## src/sv/sbte_pkg.sv

```systemverilog
// ----------------------------------------------------------------------------
// SMTP body transmit encoder package
// Shared byte codes, item kinds, queue entry type and the result sequence
// table.
// ----------------------------------------------------------------------------
package sbte_pkg;

  localparam logic [7:0] CH_CR  = 8'h0D;
  localparam logic [7:0] CH_LF  = 8'h0A;
  localparam logic [7:0] CH_DOT = 8'h2E;

  localparam logic CMD_DATA = 1'b0;
  localparam logic CMD_END  = 1'b1;

  // Queue between the classifier and the sequencer
  localparam int unsigned QDEPTH  = 4;
  localparam int unsigned QPTR_W  = $clog2(QDEPTH);
  localparam int unsigned QCNT_W  = QPTR_W + 1;

  // Result position within one transaction (at most five results)
  localparam int unsigned STEP_W  = 3;

  typedef enum logic [2:0] {
    K_PLAIN,      // byte as is
    K_DOT,        // '.' then byte
    K_BARE_LF,    // CR LF
    K_LF,         // LF after CR
    K_END_SHORT,  // '.' CR LF
    K_END_FULL    // CR LF '.' CR LF
  } sbte_kind_e;

  typedef struct packed {
    sbte_kind_e kind;
    logic [7:0] data;
  } sbte_entry_t;

  typedef struct packed {
    logic       last;
    logic [7:0] value;
  } sbte_result_t;

  // Byte and last flag for a given position of a given kind
  function automatic sbte_result_t sbte_result(sbte_kind_e kind,
                                               logic [STEP_W-1:0] step,
                                               logic [7:0] data);
    sbte_result_t r;
    r = '{last: 1'b1, value: data};
    unique case (kind)
      K_PLAIN: r = '{last: 1'b1, value: data};
      K_DOT: begin
        case (step)
          3'd0:    r = '{last: 1'b0, value: CH_DOT};
          default: r = '{last: 1'b1, value: data};
        endcase
      end
      K_BARE_LF: begin
        case (step)
          3'd0:    r = '{last: 1'b0, value: CH_CR};
          default: r = '{last: 1'b1, value: CH_LF};
        endcase
      end
      K_LF: r = '{last: 1'b1, value: CH_LF};
      K_END_SHORT: begin
        case (step)
          3'd0:    r = '{last: 1'b0, value: CH_DOT};
          3'd1:    r = '{last: 1'b0, value: CH_CR};
          default: r = '{last: 1'b1, value: CH_LF};
        endcase
      end
      K_END_FULL: begin
        case (step)
          3'd0:    r = '{last: 1'b0, value: CH_CR};
          3'd1:    r = '{last: 1'b0, value: CH_LF};
          3'd2:    r = '{last: 1'b0, value: CH_DOT};
          3'd3:    r = '{last: 1'b0, value: CH_CR};
          default: r = '{last: 1'b1, value: CH_LF};
        endcase
      end
      default: r = '{last: 1'b1, value: data};
    endcase
    return r;
  endfunction

endpackage

```

## src/sv/sbte_front.sv

```systemverilog
// ----------------------------------------------------------------------------
// SMTP body transmit encoder front end
// Accepts input transactions, tracks line state and classifies each item.
// ----------------------------------------------------------------------------
module sbte_front import sbte_pkg::*; (
  input  logic        clk_i,
  input  logic        rst_ni,
  input  logic        in_valid_i,
  output logic        in_stall_o,
  input  logic        command_i,
  input  logic [7:0]  data_byte_i,
  input  logic        q_full_i,
  output logic        q_push_o,
  output sbte_entry_t q_entry_o
);

  logic prev_was_cr_q, prev_was_cr_d;
  logic at_line_start_q, at_line_start_d;
  logic ends_with_crlf_q, ends_with_crlf_d;

  assign in_stall_o = q_full_i;
  assign q_push_o   = in_valid_i && !q_full_i;

  always_comb begin
    prev_was_cr_d    = prev_was_cr_q;
    at_line_start_d  = at_line_start_q;
    ends_with_crlf_d = ends_with_crlf_q;
    q_entry_o.data   = data_byte_i;
    q_entry_o.kind   = K_PLAIN;
    if (command_i == CMD_END) begin
      q_entry_o.kind   = ends_with_crlf_q ? K_END_SHORT : K_END_FULL;
      prev_was_cr_d    = 1'b0;
      at_line_start_d  = 1'b1;
      ends_with_crlf_d = 1'b0;
    end else if (data_byte_i == CH_LF) begin
      q_entry_o.kind   = prev_was_cr_q ? K_LF : K_BARE_LF;
      prev_was_cr_d    = 1'b0;
      at_line_start_d  = 1'b1;
      ends_with_crlf_d = 1'b1;
    end else begin
      q_entry_o.kind   = (at_line_start_q && data_byte_i == CH_DOT) ? K_DOT : K_PLAIN;
      prev_was_cr_d    = (data_byte_i == CH_CR);
      at_line_start_d  = 1'b0;
      ends_with_crlf_d = 1'b0;
    end
  end

  always_ff @(posedge clk_i or negedge rst_ni) begin
    if (!rst_ni) begin
      prev_was_cr_q    <= 1'b0;
      at_line_start_q  <= 1'b1;
      ends_with_crlf_q <= 1'b0;
    end else if (q_push_o) begin
      prev_was_cr_q    <= prev_was_cr_d;
      at_line_start_q  <= at_line_start_d;
      ends_with_crlf_q <= ends_with_crlf_d;
    end
  end

endmodule

```

## src/sv/sbte_fifo.sv

```systemverilog
// ----------------------------------------------------------------------------
// SMTP body transmit encoder queue
// Short register queue of classified items between front and back end.
// ----------------------------------------------------------------------------
module sbte_fifo import sbte_pkg::*; (
  input  logic        clk_i,
  input  logic        rst_ni,
  input  logic        push_i,
  input  sbte_entry_t push_entry_i,
  output logic        full_o,
  input  logic        pop_i,
  output logic        empty_o,
  output sbte_entry_t head_o
);

  sbte_entry_t              mem_q [QDEPTH];
  logic [QPTR_W-1:0]        wr_ptr_q, wr_ptr_d;
  logic [QPTR_W-1:0]        rd_ptr_q, rd_ptr_d;
  logic [QCNT_W-1:0]        count_q, count_d;

  assign full_o  = (count_q == QCNT_W'(QDEPTH));
  assign empty_o = (count_q == '0);
  assign head_o  = mem_q[rd_ptr_q];

  always_comb begin
    wr_ptr_d = push_i ? wr_ptr_q + 1'b1 : wr_ptr_q;
    rd_ptr_d = pop_i  ? rd_ptr_q + 1'b1 : rd_ptr_q;
    count_d  = count_q;
    if (push_i && !pop_i) begin
      count_d = count_q + 1'b1;
    end else if (pop_i && !push_i) begin
      count_d = count_q - 1'b1;
    end
  end

  always_ff @(posedge clk_i or negedge rst_ni) begin
    if (!rst_ni) begin
      wr_ptr_q <= '0;
      rd_ptr_q <= '0;
      count_q  <= '0;
    end else begin
      wr_ptr_q <= wr_ptr_d;
      rd_ptr_q <= rd_ptr_d;
      count_q  <= count_d;
    end
  end

  // Payload storage, no reset
  always_ff @(posedge clk_i) begin
    if (push_i) begin
      mem_q[wr_ptr_q] <= push_entry_i;
    end
  end

  a_count_bound: assert property (@(posedge clk_i) disable iff (!rst_ni)
    count_q <= QCNT_W'(QDEPTH))
    else $error("queue count above depth");

  a_no_overflow: assert property (@(posedge clk_i) disable iff (!rst_ni)
    !(push_i && full_o))
    else $error("push into full queue");

  a_no_underflow: assert property (@(posedge clk_i) disable iff (!rst_ni)
    !(pop_i && empty_o))
    else $error("pop from empty queue");

endmodule

```

## src/sv/sbte_back.sv

```systemverilog
// ----------------------------------------------------------------------------
// SMTP body transmit encoder back end
// Expands each queued item into its result bytes through an output register.
// ----------------------------------------------------------------------------
module sbte_back import sbte_pkg::*; (
  input  logic        clk_i,
  input  logic        rst_ni,
  input  logic        q_empty_i,
  input  sbte_entry_t q_head_i,
  output logic        q_pop_o,
  output logic        out_valid_o,
  input  logic        out_stall_i,
  output logic [7:0]  out_byte_o,
  output logic        last_o
);

  logic              out_valid_q, out_valid_d;
  logic [7:0]        out_byte_q;
  logic              last_q;
  logic [STEP_W-1:0] step_q, step_d;
  logic              load;
  logic              fire;
  sbte_result_t      res;

  // Output register may take a new byte when empty or being drained
  assign load = !out_valid_q || !out_stall_i;
  assign fire = load && !q_empty_i;
  assign res  = sbte_result(q_head_i.kind, step_q, q_head_i.data);

  assign q_pop_o = fire && res.last;

  always_comb begin
    out_valid_d = load ? !q_empty_i : out_valid_q;
    step_d      = step_q;
    if (fire) begin
      step_d = res.last ? '0 : step_q + 1'b1;
    end
  end

  always_ff @(posedge clk_i or negedge rst_ni) begin
    if (!rst_ni) begin
      out_valid_q <= 1'b0;
      step_q      <= '0;
    end else begin
      out_valid_q <= out_valid_d;
      step_q      <= step_d;
    end
  end

  always_ff @(posedge clk_i) begin
    if (fire) begin
      out_byte_q <= res.value;
      last_q     <= res.last;
    end
  end

  assign out_valid_o = out_valid_q;
  assign out_byte_o  = out_byte_q;
  assign last_o      = last_q;

  a_step_bound: assert property (@(posedge clk_i) disable iff (!rst_ni)
    step_q <= STEP_W'(4))
    else $error("result position beyond five results");

  a_step_holds_item: assert property (@(posedge clk_i) disable iff (!rst_ni)
    step_q != '0 |-> !q_empty_i)
    else $error("item in progress left the queue");

  a_stall_holds: assert property (@(posedge clk_i) disable iff (!rst_ni)
    out_valid_o && out_stall_i |=>
      out_valid_o && $stable(out_byte_o) && $stable(last_o))
    else $error("stalled output transaction changed");

endmodule

```

## src/sv/smtp_body_transmit_encoder.sv

```systemverilog
// ----------------------------------------------------------------------------
// SMTP body transmit encoder
// DATA-phase line-ending normalization and dot stuffing of a message body.
// ----------------------------------------------------------------------------
// Usage:
//   Input channel (in_valid_i / in_stall_o): one transaction per body byte
//   (command_i = 0, byte on data_byte_i) or one end-of-message transaction
//   (command_i = 1, data_byte_i ignored).
//   Output channel (out_valid_o / out_stall_i): one transaction per byte of
//   the transmit stream; last_o marks the final byte caused by an input item.
//   A bare LF becomes CR LF, a '.' opening a line is doubled, and the end
//   item adds CR LF if needed plus the '.' CR LF terminator.
// Path and throughput:
//   The first result of an item reaches the output register after the item
//   has passed through the queue. The back end emits one byte per cycle
//   while out_stall_i is low; an item produces 1, 2, 3 or 5 bytes, and
//   plain bytes stream at one item per cycle while out_stall_i is low. The
//   front end keeps accepting until the four-entry queue fills.
// Reset:
//   Queue and output register empty, line state at start of a new message.
// Receiver stall:
//   The output register holds its byte; the queue absorbs up to four items
//   before in_stall_o rises.
// ----------------------------------------------------------------------------
module smtp_body_transmit_encoder import sbte_pkg::*; (
  input  logic       clk_i,
  input  logic       rst_ni,
  input  logic       in_valid_i,
  output logic       in_stall_o,
  input  logic       command_i,
  input  logic [7:0] data_byte_i,
  output logic       out_valid_o,
  input  logic       out_stall_i,
  output logic [7:0] out_byte_o,
  output logic       last_o
);

  logic        q_push;
  logic        q_full;
  logic        q_pop;
  logic        q_empty;
  sbte_entry_t q_push_entry;
  sbte_entry_t q_head;

  // Classify items and track line state
  sbte_front u_front (
    .clk_i       (clk_i),
    .rst_ni      (rst_ni),
    .in_valid_i  (in_valid_i),
    .in_stall_o  (in_stall_o),
    .command_i   (command_i),
    .data_byte_i (data_byte_i),
    .q_full_i    (q_full),
    .q_push_o    (q_push),
    .q_entry_o   (q_push_entry)
  );

  // Decouple classification from byte emission
  sbte_fifo u_fifo (
    .clk_i        (clk_i),
    .rst_ni       (rst_ni),
    .push_i       (q_push),
    .push_entry_i (q_push_entry),
    .full_o       (q_full),
    .pop_i        (q_pop),
    .empty_o      (q_empty),
    .head_o       (q_head)
  );

  // Expand each item into its output bytes
  sbte_back u_back (
    .clk_i       (clk_i),
    .rst_ni      (rst_ni),
    .q_empty_i   (q_empty),
    .q_head_i    (q_head),
    .q_pop_o     (q_pop),
    .out_valid_o (out_valid_o),
    .out_stall_i (out_stall_i),
    .out_byte_o  (out_byte_o),
    .last_o      (last_o)
  );

endmodule

```

## config.mk

```make
export PLATFORM = sky130hd
export DESIGN_NAME = smtp_body_transmit_encoder
export DESIGN_NICKNAME = d
export VERILOG_FILES = /design/src/sv/sbte_pkg.sv /design/src/sv/sbte_front.sv /design/src/sv/sbte_fifo.sv /design/src/sv/sbte_back.sv /design/src/sv/smtp_body_transmit_encoder.sv
export SDC_FILE = /design/constraint.sdc
export NUM_CORES = 1
export LEC_CHECK = 0
export ABC_AREA = 0
export BUFFER_PORTS_ARGS = -buffer_cell sky130_fd_sc_hd__buf_2
export CAP_MARGIN = 10
export CORE_MARGIN = 3
export CORE_UTILIZATION = 55
export DETAILED_ROUTE_END_ITERATION = 16
export PLACE_DENSITY = 0.77
export SYNTH_ARGS = -nofsm -noshare
export SYNTH_HDL_FRONTEND = slang
export SYNTH_SLANG_ARGS = --single-unit
```

## constraint.sdc

```tcl
create_clock -name clk_i -period 3.4 [get_ports clk_i]
set_input_delay 0.17 -clock clk_i [delete_from_list [all_inputs] [get_ports clk_i]]
set_output_delay 0.17 -clock clk_i [all_outputs]
set_load 0.05 [all_outputs]
```

Word-level counts from Yosys, hierarchy flattened. Memory sizes are Yosys's and may differ from the RTL's. Cells that the tools add are included.

Bits in writable memories: 44. Output and inout port bits: 11. Memories kept: 1. Logic and storage cells: 65. Bits in latches: 0. ROM bits: 0. Bits of input ports: 13. Bits in registers: 23.

Memories: u_fifo.mem_q (words 4, bits a word 11, rd ports 1, clocked after memory_dff 0, wr ports 1, RTL line sbte_fifo.sv:16) `sbte_entry_t mem_q [QDEPTH];`.

Bitwise operators: 0. Muxes and demuxes: 20. Add/subtract/negate cells: 5. Div/mod/pow operators: 0. Equality and inequality tests: 12. Multipliers: 0. Reduce and logical (&&, ||, !) cells: 17. $lt $le $gt $ge: 0. Shift-type cells: 0.

Operators with widths (count): $pmux W9 S5 (1); $pmux W9 S3 (1); $mux W9 (2); $pmux W9 S2 (1); $eq A8 B4 Y1 const B (2); $mux W3 (5); $eq A3 B2 Y1 const B (4); $mux W1 (10); $eq A3 B3 Y1 const B (3); $eq A8 B6 Y1 const B (1); $add A3 B1 Y3 const B (2); $eq A3 B1 Y1 const B (2); $logic_and A1 B1 Y1 (6); $logic_not A1 Y1 (6); $logic_not A3 Y1 (2); $add A2 B1 Y2 const B (2); $sub A3 B1 Y3 const B (1); $reduce_bool A2 Y1 (1); $reduce_or A2 Y1 (1); $logic_or A1 B1 Y1 (1).

Logic depth before layout (Yosys ltp). Gate-level depths: netlist (run 1).

Depth in word-level cells: 8. Mapped depth: 14. Mapped depth without buffers: 13.

Hierarchy. A second synthesis (run 1) with hierarchy kept.

Cells, all modules: 211. Area total of the unflattened synthesis: 3155.5 um^2.

By module, submodules not included: sbte_fifo (times used 1, area an instance 1986.9 um^2, cells an instance 91); sbte_back (times used 1, area an instance 858.3 um^2, cells an instance 87); sbte_front (times used 1, area an instance 310.3 um^2, cells an instance 33).

Least setup slack after synthesis (run 1). No wires, ideal clock.

Kind: reg-to-reg. Start: register u_fifo.count_q[0]. End: register u_fifo.count_q[1]. Setup time: 0.125 ns. Data arrival time: 3.096 ns. Setup slack: 0.180 ns. Cell stages (with the launch flop): 8. Path through: dfrtp_1 -> nor3b_1 -> nand2b_1 -> clkinv_1 -> ha_1 -> inv_1 -> fa_1 -> mux2_2.

Elaborated cells between the ends (all ways): 16. Classes of those cells: add/sub: 2; eq/ne: 1; mux: 2; reduce/logical: 11.

RTL lines: from (decl) (RTL line sbte_fifo.sv:19) `logic [QCNT_W-1:0] count_q, count_d;`; from (signal assigned) (RTL line sbte_fifo.sv:44) `count_q <= count_d;`; $eq A3 B3 Y1 (RTL line sbte_fifo.sv:21) `assign full_o = (count_q == QCNT_W'(QDEPTH));`; named net in_stall_o (RTL line smtp_body_transmit_encoder.sv:29) `output logic in_stall_o,`; $logic_not A1 Y1 (RTL line sbte_front.sv:22) `assign q_push_o = in_valid_i && !q_full_i;`; $logic_and A1 B1 Y1 (RTL line sbte_front.sv:22); named net q_push (RTL line smtp_body_transmit_encoder.sv:38) `logic q_push;`; $logic_and A1 B1 Y1 (RTL line sbte_fifo.sv:29) `if (push_i && !pop_i) begin`; $mux W3 (RTL line sbte_fifo.sv:29); named net u_fifo.count_d[1] (RTL line sbte_fifo.sv:19).

The timed path passes the listed nets, and every way through them passes these cells. The select of a mux whose other input is x is not followed. A chain may end at the register's enable or synchronous reset.

Worst setup path in the final report (run 1).
Start: register u_fifo.rd_ptr_q[0]. End: register u_fifo.count_q[2].

Longest elaborated chain between the ends: 7. Elaborated cells between the ends (all ways): 13. Classes of those cells: eq/ne: 5; mux: 2; reduce/logical: 5; memory: 1.

RTL lines: from (decl) (RTL line sbte_fifo.sv:18) `logic [QPTR_W-1:0] rd_ptr_q, rd_ptr_d;`; from (signal assigned) (RTL line sbte_fifo.sv:43) `rd_ptr_q <= rd_ptr_d;`; $mem_v2 Z4 W11 (*); $eq A3 B3 Y1, or another cell as far along (RTL line sbte_pkg.sv:48) `unique case (kind)`; $pmux W9 S5 (*) (RTL line sbte_pkg.sv:48); $logic_and A1 B1 Y1 (*) (RTL line sbte_back.sv:30) `assign q_pop_o = fire && res.last;`; $logic_not A1 Y1 (RTL line sbte_fifo.sv:29); $logic_and A1 B1 Y1 (RTL line sbte_fifo.sv:29); $mux W3 / $reduce_bool A2 Y1 (equally long branches).

Mark *: on every way between the ends. The rest lies on a longest branch, timed or not.

==> flow_summary_export.csv, run 1 <==
group,metric,value,unit
timing,hold_ws,0.0354,ns
timing,finalHoldViolCount,0,
logic_synthesis,netlist_instances,207,
timing,setup_ws,0.283,ns
status,status,"finished, final reports clean",
logic_synthesis,synthMuxAreaShare,0.0960,
timing,fin_crit,3.12,ns
setup_path,cp_slowest_stage_delay,0.69,ns
clock_network,path_clk_slew,0.07,ns
global_routing,grt_pass1_wl,8140,um
logic_synthesis,yosysWarnings,0,
power,power.total,3.41,mW
setup_path,crit_required,3.66,ns
floorplanning,core-area,5240,sq um
place,place_ws,0.283,ns
global_routing,grt_pass1_vias,1684,
layout,syn2layout_area_growth,14.3,%
global_routing,antenna_found_initial,0,
timing,slew_viol_final,0,
logic_synthesis,synth_edf_count,53,
clock_network,htreeDepth,3,
logic_synthesis,syn_avg_cell_area,14.7,sq um
power,p_leak,1.30,nW
setup_path,cp_cell_sequence,"buf_4 -> mux4_2 -> a211oi_2 -> nor3_1 -> inv_1 -> ha_1 -> inv_1 -> fa_1 -> xor2_1 -> nor2_1 -> xor2_1",
logic_synthesis,syn-num-nets,231,
routing,wl_per_cell,15.4,um
flow_run,cap_violations,0,
floorplanning,start_util,0.580,
floorplanning,die_h,80.3,um
place,dp_hpwl,3390,um
setup_path,cp_max_fo,16,
layout,antenna-diode-count,0,
routing,first_pass_iters,4,
logic_synthesis,synth_cell_types,50,
global_routing,globalRouteTotalUtil,0.172,
place,dpl_cell_area,3240,sq um
routing,initialDrtViolationCount,81,
clock_network,numCtsBuffers,9,
floorplanning,num_rows,26,
logic_synthesis,synth-xor-area-share,0.0173,
clock_network,post-cts-setup-buffers,0,
timing,fmaxAchievable,321,MHz
logic_synthesis,synth_compound_area_frac,0.0754,
place,io_buffers,23,
layout,design_area,3470,sq um
timing,finClkSkew,0.0108,ns
setup_path,crit_slowest_cell,"mux4_2",
clock_network,cts_tree,"built",
setup_path,cp.arrival,3.38,ns
timing,finalCritPeriodShare,0.917,
timing,relSlewSlack,0.635,
logic_synthesis,yosys.area_share.simple,0.101,
routing,viasPerCell,5.40,
routing,drc,0,
clock_network,root_buffer,"clkbuf_8",
setup_path,cp-end-kind,"flop",
logic_synthesis,ys_ff_latch,67,
layout,final_nets,264,
layout,layout-drive-gt1-share,0.253,
logic_synthesis,ys_seq_area_frac,0.640,
global_routing,gr-total-overflow,0,
floorplanning,io-pin-count,24,
logic_synthesis,synthesis.area,3040,sq um
power,pwr_density_cell,983,nW/um^2
setup_path,cp-start-kind,"flop",
floorplanning,dieArea,6450,sq um
clock_network,clkSinkCount,67,
timing,setup_viol,0,
timing,rsz0062_at_grt,"false",
hold_path,hp-class,"in -> reg",
logic_synthesis,synthArstFlopShare,0.209,
power,ir_worst_vdd,0.459,mV
logic_synthesis,synth_ff_type,"edfxtp_1",
setup_path,crit_type,"reg -> reg",
place,place_congestion,0.931,
timing,worst_slew_pin_slew,0.547,ns
routing,wl,4840,um
global_routing,grt_max_degree,17,
logic_synthesis,synth_top_family_by_area,"simple AND/OR/NAND/NOR gates",
logic_synthesis,synthAdderAreaFrac,0.0478,
routing,drtAntennaViolNets,0,
clock_network,clk_latency,0.34,ns
routing,vias,1701,
clock_network,cts_buffer_depth,2,
timing,tns,0,ns
floorplanning,die_w,80.3,um
-- area by class of cell --
| class | count | area (sq um) |
|---|---|---|
| flip-flops and latches | 67 | 1940 |
| fillers | 376 | 1770 |
| multi-input cells | 123 | 1020 |
| repair buffers | 28 | 155 |
| clock buffers | 9 | 124 |
| clock inverters | 7 | 92.6 |
| well taps | 70 | 87.6 |
| inverters | 11 | 41.3 |
-- registers in the layout, indices dropped and copies added (netlist names) --
name / count
u_back.last_o: 1
u_back.out_byte_o: 8
u_front.ends_with_crlf_q: 1
u_fifo.wr_ptr_q: 2
u_fifo.rd_ptr_q: 2
u_fifo.count_q: 3
u_fifo.mem_q: 44
u_front.at_line_start_q: 1
u_back.step_q: 3
u_back.out_valid_o: 1
u_front.prev_was_cr_q: 1
-- cells by family (layout without fill, tap and decap cells) --
kind of cell / Yosys count / count (layout)
flip-flops: 67 / 67
adder cells (fa/ha/maj): 11 / 11
XOR/XNOR: 6 / 6
AO/OA/AOI/OAI: 33 / 33
AND/OR/NAND/NOR: 58 / 58
buffers and inverters: 17 / 55
multiplexers: 15 / 15
-- critical path: cells and delay by family, from the launching register on --
kind | cells | cell delay (ns)
compound gates | 1 | 0.37
xor+xnor | 2 | 0.30
fa+ha+maj | 2 | 0.55
buf+inv | 3 | 0.42
flops | 1 | 0.47
mux | 1 | 0.69
simple gates | 2 | 0.24
-- synth_stat cells (all sizes together) (2+ instances only) --
master   n  area share
edfxtp  53        0.52
nand2   19       0.023
dfrtp   13        0.11
mux4    11       0.082
ha      10       0.041
inv     10       0.012
a21oi    8       0.013
nor2     8       0.011
nor2b    7       0.014
o21ai    7       0.012
nor3     5      0.0082
and2     4      0.0082
buf      4      0.0062
nor3b    4      0.0099
xor2     4       0.012
mux2     3       0.011
a211oi   2      0.0066
clkbuf   2      0.0025
nand2b   2      0.0041
nand3b   2      0.0049
o221ai   2      0.0058
o22ai    2      0.0041
o31ai    2      0.0066
xnor2    2      0.0058
-- cells in the final DEF (no fill, tap or decap), drive strengths merged, types with 3 or more instances in the layout --
master and n:
nor3b 4, ha 10, clkbuf 9, and2 4, dfrtp 13, inv 10, mux2 3, mux4 11
nor3 5, xor2 4, edfxtp 53, nor2b 7, buf 27, clkinv 5, nand2 19, nor2 8
o21ai 7, a21oi 8
-- report_power, final --
part           switching, mW  total (mW)  internal [mW]
logic                  0.871        1.44          0.565
registers              0.107        1.27           1.16
clock network          0.292       0.701          0.410
total                   1.27        3.41           2.14
-- per-layer routing --
layer / vias to the layer above / GRT usage / part of all wire
met3: 10 / 0.0370 / 0.045
li1: 848 / - / -
met5: - / 0 / 0
met2: 37 / 0.262 / 0.49
met1: 806 / 0.235 / 0.45
met4: 0 / 0.0861 / 0.019
-- worst paths after layout --
kind                                         startpoint                      end  slack (ns)  cells past startpoint
worst min register to register  u_front.at_line_start_q  u_front.at_line_start_q        0.45                      2
min in group asynchronous                        rst_ni        u_fifo.count_q[0]        0.26                      2
worst min-delay path                        out_stall_i       u_back.out_valid_o        0.04                      3
worst max register to register       u_fifo.rd_ptr_q[0]        u_fifo.count_q[2]        0.28                     11
max in group asynchronous                        rst_ni  u_front.at_line_start_q        2.84                      2
worst max-delay path                 u_fifo.rd_ptr_q[0]        u_fifo.count_q[2]        0.28                     11
-- stage by stage --
| step | utilization | cells |
|---|---|---|
| 2_1_floorplan | - | 207 |
| 3_3_place_gp | 0.619 | 298 |
| 3_5_place_dp | 0.619 | 298 |
| 4_1_cts | 0.662 | 315 |
| 5_1_grt | 0.662 | 315 |
| 6_report | 0.662 | 315 |
-- timing repair --
item | in CTS | in global routing
endpoints found under the hold margin | 14 | 0
endpoints found under the setup margin | 0 | 0
gates resized for setup | 0 | 0
hold buffers | 1 | 0
(Power assumes the default switching activity.)
==> inputs of run 2 (changes only) <==
ABC_AREA = 1   (was 0)
==> run 2 against run 1 <==
Net effect: power increased by 9.3%; synthesized area up 8.9%; setup slack better by 0.34 ns; critical path depth is 3 higher; register-to-register slack better by 0.34 ns; synthesized cell count up 47%; highest routed layer unchanged.
==> flow_summary_export.csv, run 2 <==
group,metric,value,unit
logic_synthesis,synth_ff_type,"edfxtp_1",
setup_path,cp-start-kind,"flop",
setup_path,r2r_end,"u_fifo.count_q[2]",
timing,worst_slew_pin_slew,0.635,ns
routing,drtAntennaViolNets,0,
timing,finalCritPeriodShare,0.817,
clock_network,post-cts-setup-buffers,0,
setup_path,reg2reg_slack,0.62,ns
clock_network,root_buffer,"clkbuf_8",
floorplanning,core-area,5680,sq um
timing,finClkSkew,0.00642,ns
layout,largest-register,"u_fifo.mem_q",
logic_synthesis,synthAdderAreaFrac,0.0439,
logic_synthesis,ys_ff_latch,67,
timing,setup_viol,0,
global_routing,grt_pass1_vias,2179,
setup_path,rr_startpoint,"u_fifo.rd_ptr_q[0]",
place,place_congestion,0.899,
layout,design_area,3700,sq um
power,pwr_density_cell,1010,nW/um^2
global_routing,grt_pass1_wl,10000,um
routing,wl_per_cell,14.4,um
flow_run,cap_violations,0,
power,ir_worst_vdd,0.503,mV
logic_synthesis,synth_edf_count,53,
logic_synthesis,synth_top_family_by_area,"simple AND/OR/NAND/NOR gates",
routing,vias,2195,
timing,relSlewSlack,0.577,
timing,setup_ws,0.624,ns
layout,syn2layout_area_growth,11.8,%
logic_synthesis,syn_avg_cell_area,10.8,sq um
timing,rsz0062_at_grt,"false",
routing,viasPerCell,5.28,
routing,drc,0,
logic_synthesis,yosysWarnings,0,
layout,largest_reg_flops,44,
logic_synthesis,yosys.area_share.simple,0.210,
clock_network,path_clk_slew,0.07,ns
floorplanning,die_h,83.5,um
logic_synthesis,synthesis.area,3310,sq um
layout,final_nets,363,
layout,antenna-diode-count,0,
routing,initialDrtViolationCount,120,
global_routing,antenna_found_initial,0,
logic_synthesis,synthMuxAreaShare,0.00341,
timing,tns,0,ns
logic_synthesis,netlist_top_cells_area,"edfxtp_1 (48%), dfrtp_1 (9.8%), nand2_1 (6.2%)",
hold_path,hold_start,"out_stall_i",
logic_synthesis,synth_top_area_cell,"edfxtp_1",
logic_synthesis,synth_most_common_cell,"nand2_1",
routing,wl,6000,um
floorplanning,dieArea,6980,sq um
timing,fmaxAchievable,360,MHz
clock_network,cts_buffer_depth,2,
logic_synthesis,netlist_instances,305,
logic_synthesis,synthArstFlopShare,0.209,
logic_synthesis,synth_compound_area_frac,0.0802,
hold_path,min_delay_path_depth,3,
clock_network,numCtsBuffers,9,
logic_synthesis,synth_cell_types,38,
global_routing,grt_max_degree,26,
floorplanning,io-pin-count,24,
setup_path,crit_type,"reg -> reg",
power,p_leak,1.53,nW
place,io_buffers,23,
floorplanning,start_util,0.583,
logic_synthesis,syn-num-nets,329,
layout,utilization,0.651,
logic_synthesis,synth_top_area_share,0.481,
timing,hold_ws,0.0428,ns
place,dpl_cell_area,3480,sq um
place,dp_hpwl,4270,um
logic_synthesis,synth-xor-area-share,0.0106,
timing,finalHoldViolCount,0,
global_routing,globalRouteTotalUtil,0.184,
setup_path,cp-end-kind,"flop",
floorplanning,die_w,83.5,um
layout,final_cell_mix,"nand2_1 (55), edfxtp_1 (53), nor2_1 (39)",
hold_path,hold_end,"u_back.out_valid_o",
setup_path,cp.arrival,2.99,ns
layout,fillers,451,
global_routing,gr-total-overflow,0,
place,place_ws,0.651,ns
layout,layout_commonest_cell,"nand2_1",
clock_network,clk_latency,0.34,ns
layout,layout-drive-gt1-share,0.253,
routing,first_pass_iters,4,
setup_path,rr_worst_depth,14,
hold_path,hp-class,"in -> reg",
floorplanning,num_rows,27,
timing,slew_viol_final,0,
timing,fin_crit,2.78,ns
clock_network,cts_tree,"built",
clock_network,clkSinkCount,67,
status,status,"finished, final reports clean",
logic_synthesis,synthTopCellsByCount,"nand2_1 (55), edfxtp_1 (53), nor2_1 (39), inv_1 (29), nand2_2 (16)",
logic_synthesis,ys_seq_area_frac,0.588,
setup_path,cp_max_fo,25,
clock_network,htreeDepth,3,
setup_path,crit_required,3.62,ns
## run 2: cell count changes after synthesis, moves of 6 or more
| cell | before | now |
|---|---|---|
| nand3_1 | 1 | 8 |
| o21ai_0 | 5 | 11 |
| nand2_2 | 0 | 16 |
| nand3_2 | 0 | 9 |
| nor2_1 | 7 | 39 |
| mux4_2 | 11 | 0 |
| nand2_1 | 19 | 55 |
| inv_1 | 10 | 29 |
| nor2b_1 | 7 | 0 |
## run 2: stage by stage
stage / total power [mW] / std cells
after floorplan: 2.76 / 305
after global placement: 3.04 / 399
after detailed placement: 3.08 / 399
after CTS: 3.75 / 416
after global routing: 4.00 / 416
final: 3.72 / 416
## run 2: per-layer routing
metal,share of wire,vias to the layer above,GRT usage
met5,0,-,0
met3,0.053,6,0.0533
met1,0.45,1037,0.231
li1,-,1095,-
met2,0.49,57,0.300
met4,0.0097,0,0.0775
## run 2: worst max path at each step
stage	startpoint	to	cells after the start	slack, ns
final	u_fifo.rd_ptr_q[0]	u_fifo.count_q[2]	14	0.62
after global routing	u_fifo.rd_ptr_q[0]	u_fifo.count_q[2]	14	0.38
after floorplan	u_fifo.count_q[0]	u_fifo.count_q[1]	6	0.45
after CTS	u_fifo.rd_ptr_q[0]	u_fifo.count_q[2]	14	0.62
after global placement	u_fifo.rd_ptr_q[0]	u_fifo.count_q[2]	14	0.71
after detailed placement	u_fifo.rd_ptr_q[0]	u_fifo.count_q[2]	14	0.65
## run 2: cell families (layout without fill, tap and decap cells)
group                      count (synthesis)  after routing
buffers and inverters                     41             80
adders and majority gates                 11             11
AOI/OAI and AO/OA                         39             39
DFF                                       67             67
and+or+nand+nor                          142            142
xor gates and xnor gates                   4              4
muxes                                      1              1
## run 2: layout make-up
cell class / instances / area, sq um / area share
clock buffers: 11 / 141 / 0.0382
clock inverters: 5 / 61.3 / 0.0166
inverters: 33 / 134 / 0.0362
multi-input cells: 197 / 1150 / 0.311
flip-flops and latches: 67 / 1940 / 0.526
well taps: 72 / 90.1 / 0.0244
repair buffers: 31 / 178 / 0.0481
## run 2: critical path: stages, from the launching register on
cell	delay (ns)
dfrtp_1	0.75
inv_8	0.16
nand2_2	0.12
nand3_2	0.08
nand2_4	0.12
nand3_2	0.10
nand3_2	0.12
nand2_2	0.07
o21bai_4	0.13
ha_1	0.16
inv_1	0.07
fa_1	0.37
a21oi_1	0.14
o21ai_0	0.11
xor2_1	0.15
## run 2: timing repair
action                     in CTS  in global routing
setup endpoints to repair       0                  0
hold endpoints to repair       13                  0
resized for setup               0                  0
hold buffers                    1                  0
## run 2: power breakdown
group          internal, mW  switching [mW]
Clock                 0.361           0.300
Sequential             1.18           0.131
Combinational         0.560            1.19
Total                  2.10            1.62
==> inputs of run 3 (changes only) <==
clock period = 2.7 ns   (was 3.4 ns; I/O delays follow)
==> run 3 against run 2 <==
Net effect: sequential share of layout area fell by 0.44 points; sequential power increased by 24%; fmax increased by 11%; clock-buffer cell count is 1 lower; critical endpoint unchanged.
==> flow_summary_export.csv, run 3 (same netlist as run 2, synthesis figures left out) <==
group,metric,value,unit
place,dpl_cell_area,3510,sq um
timing,tns,0,ns
clock_network,root_buffer,"clkbuf_8",
routing,wl,6390,um
place,dp_cells,402,
power,pwr-share-clk,0.157,
setup_path,cp_max_fo,5,
routing,viasPerCell,5.32,
global_routing,grt_pass1_vias,2212,
status,status,"finished, final reports clean",
routing,first_pass_iters,5,
layout,layout-drive-gt1-share,0.289,
global_routing,use_met2,0.314,
layout,antenna-diode-count,0,
power,power.total,4.73,mW
timing,setup_viol,0,
layout,utilization,0.657,
place,dp_hpwl,4530,um
setup_path,path_common_cell,"nand2_2",
timing,rsz0062_at_grt,"false",
layout,regArea,1940,sq um
layout,design_area,3730,sq um
setup_path,cp_cell_sequence,"inv_2 -> ha_1 -> nand2_2 -> inv_2 -> buf_4 -> nand2_2 -> nand3_2 -> nand2_2 -> o21bai_4 -> ha_1 -> inv_1 -> fa_1 -> a21oi_1 -> o21ai_1 -> xor2_1",
timing,finClkSkew,0.0109,ns
clock_network,numCtsBuffers,9,
clock_network,htreeDepth,3,
timing,finalHoldViolCount,0,
power,ir_worst_vdd,0.676,mV
floorplanning,io-pin-count,24,
layout,fillers,428,
setup_path,worstSetupEndpoint,"u_fifo.count_q[2]",
layout,final_nets,368,
clock_network,cts_tree,"built",
timing,finalCritPeriodShare,0.929,
setup_path,rr_startpoint,"u_back.step_q[0]",
clock_network,cts_buffer_depth,2,
routing,vias,2238,
timing,setup_ws,0.192,ns
power,seqPwrFrac,0.345,
place,place_congestion,0.924,
setup_path,crit_required,2.94,ns
layout,final_cell_mix,"nand2_1 (54), edfxtp_1 (53), nor2_1 (36)",
global_routing,met3_usage,0.0464,
global_routing,grt_max_degree,26,
power,p_sw_frac,0.449,
routing,drtAntennaViolNets,0,
layout,layout_commonest_cell,"nand2_1",
power,p_leak,1.56,nW
place,place_ws,0.0779,ns
global_routing,globalRouteTotalUtil,0.196,
hold_path,hp-class,"in -> reg",
floorplanning,die_h,83.5,um
timing,relSlewSlack,0.689,
global_routing,grt_use_met1,0.255,
floorplanning,core-area,5680,sq um
global_routing,gr-total-overflow,0,
floorplanning,start_util,0.583,
place,io_buffers,23,
floorplanning,num_rows,27,
setup_path,crit_start,"u_back.step_q[0]",
power,p_comb_frac,0.498,
global_routing,grt_pass1_wl,10500,um
clock_network,path_clk_slew,0.08,ns
power,intPower,2.61,mW
timing,hold_ws,0.0183,ns
timing,fin_crit,2.51,ns
layout,fin_cells,421,
power,p_sw,2.13,mW
setup_path,rr_worst_depth,15,
floorplanning,dieArea,6980,sq um
layout,largest-register,"u_fifo.mem_q",
setup_path,r2r_end,"u_fifo.count_q[2]",
floorplanning,die_w,83.5,um
setup_path,cp-start-kind,"flop",
timing,slew_viol_final,0,
layout,syn2layout_area_growth,12.8,%
global_routing,antenna_found_initial,0,
flow_run,cap_violations,0,
setup_path,cp_slowest_stage_delay,0.43,ns
clock_network,clkSinkCount,67,
setup_path,cp.arrival,2.74,ns
timing,worst_slew_pin_slew,0.466,ns
setup_path,cp-end-kind,"flop",
setup_path,crit_slowest_cell,"dfrtp_1",
setup_path,crit_type,"reg -> reg",
global_routing,grt-busiest-layer,"met2",
routing,initialDrtViolationCount,120,
routing,drc,0,
clock_network,clk_latency,0.35,ns
power,pwr_density_cell,1270,nW/um^2
timing,fmaxAchievable,399,MHz
layout,multi_input_area,1170,sq um
setup_path,reg2reg_slack,0.19,ns
routing,wl_per_cell,15.2,um
layout,largest_reg_flops,44,
## run 3: cell count changes in the layout (fill, tap and decap cells not counted), sizes merged
cell | before | now
clkinvlp | 3 | 1
clkinv | 1 | 5
buf | 30 | 35
clkbuf | 11 | 10
bufinv | 1 | 0
## run 3: worst max-delay path: cells and delay by family (launching register included)
family                     cells  cell delay, ns
AOI/OAI and AO/OA              3            0.39
and+or+nand+nor                4            0.34
xor gates and xnor gates       1            0.14
adders and majority gates      3            0.69
buffers and inverters          4            0.41
DFF                            1            0.43
## run 3: worst min-delay path by stage
stage / from / to / cells past startpoint
final: out_stall_i / u_back.out_valid_o / 3
after global routing: data_byte_i[1] / u_fifo.mem_q[1][1] / 1
after CTS: data_byte_i[1] / u_fifo.mem_q[1][1] / 1
after detailed placement: rst_ni / u_back.step_q[1] / 1
after global placement: rst_ni / u_back.step_q[0] / 1
after floorplan: rst_ni / u_back.out_valid_o / 0
## run 3: power by group through the flow
stage / clock, mW / sequential [mW] / combinational (mW)
detailed placement: 0 / 1.65 / 2.30
global placement: 0 / 1.64 / 2.27
global route: 0.802 / 1.66 / 2.63
finish: 0.744 / 1.63 / 2.36
CTS: 0.760 / 1.63 / 2.32
floorplan: 0 / 1.88 / 1.60
## run 3: what timing repair did
action,in CTS,in global routing
hold buffers,1,0
hold endpoints to repair,14,0
buffers inserted,0,2
resized for setup,0,9
setup endpoints to repair,0,2
## run 3: area by class of cell
cell class	count	area share
Clock inverter	6	0.0107
Timing Repair Buffer	36	0.0577
Multi-Input combinational cell	197	0.314
Inverter	33	0.0359
Sequential cell	67	0.521
Tap cell	72	0.0241
Clock buffer	10	0.0369
## run 3: routing by layer
metal	share of wire	up-vias
met1	0.44	1040
met5	0	-
li1	-	1114
met4	0.014	0
met3	0.062	11
met2	0.49	73
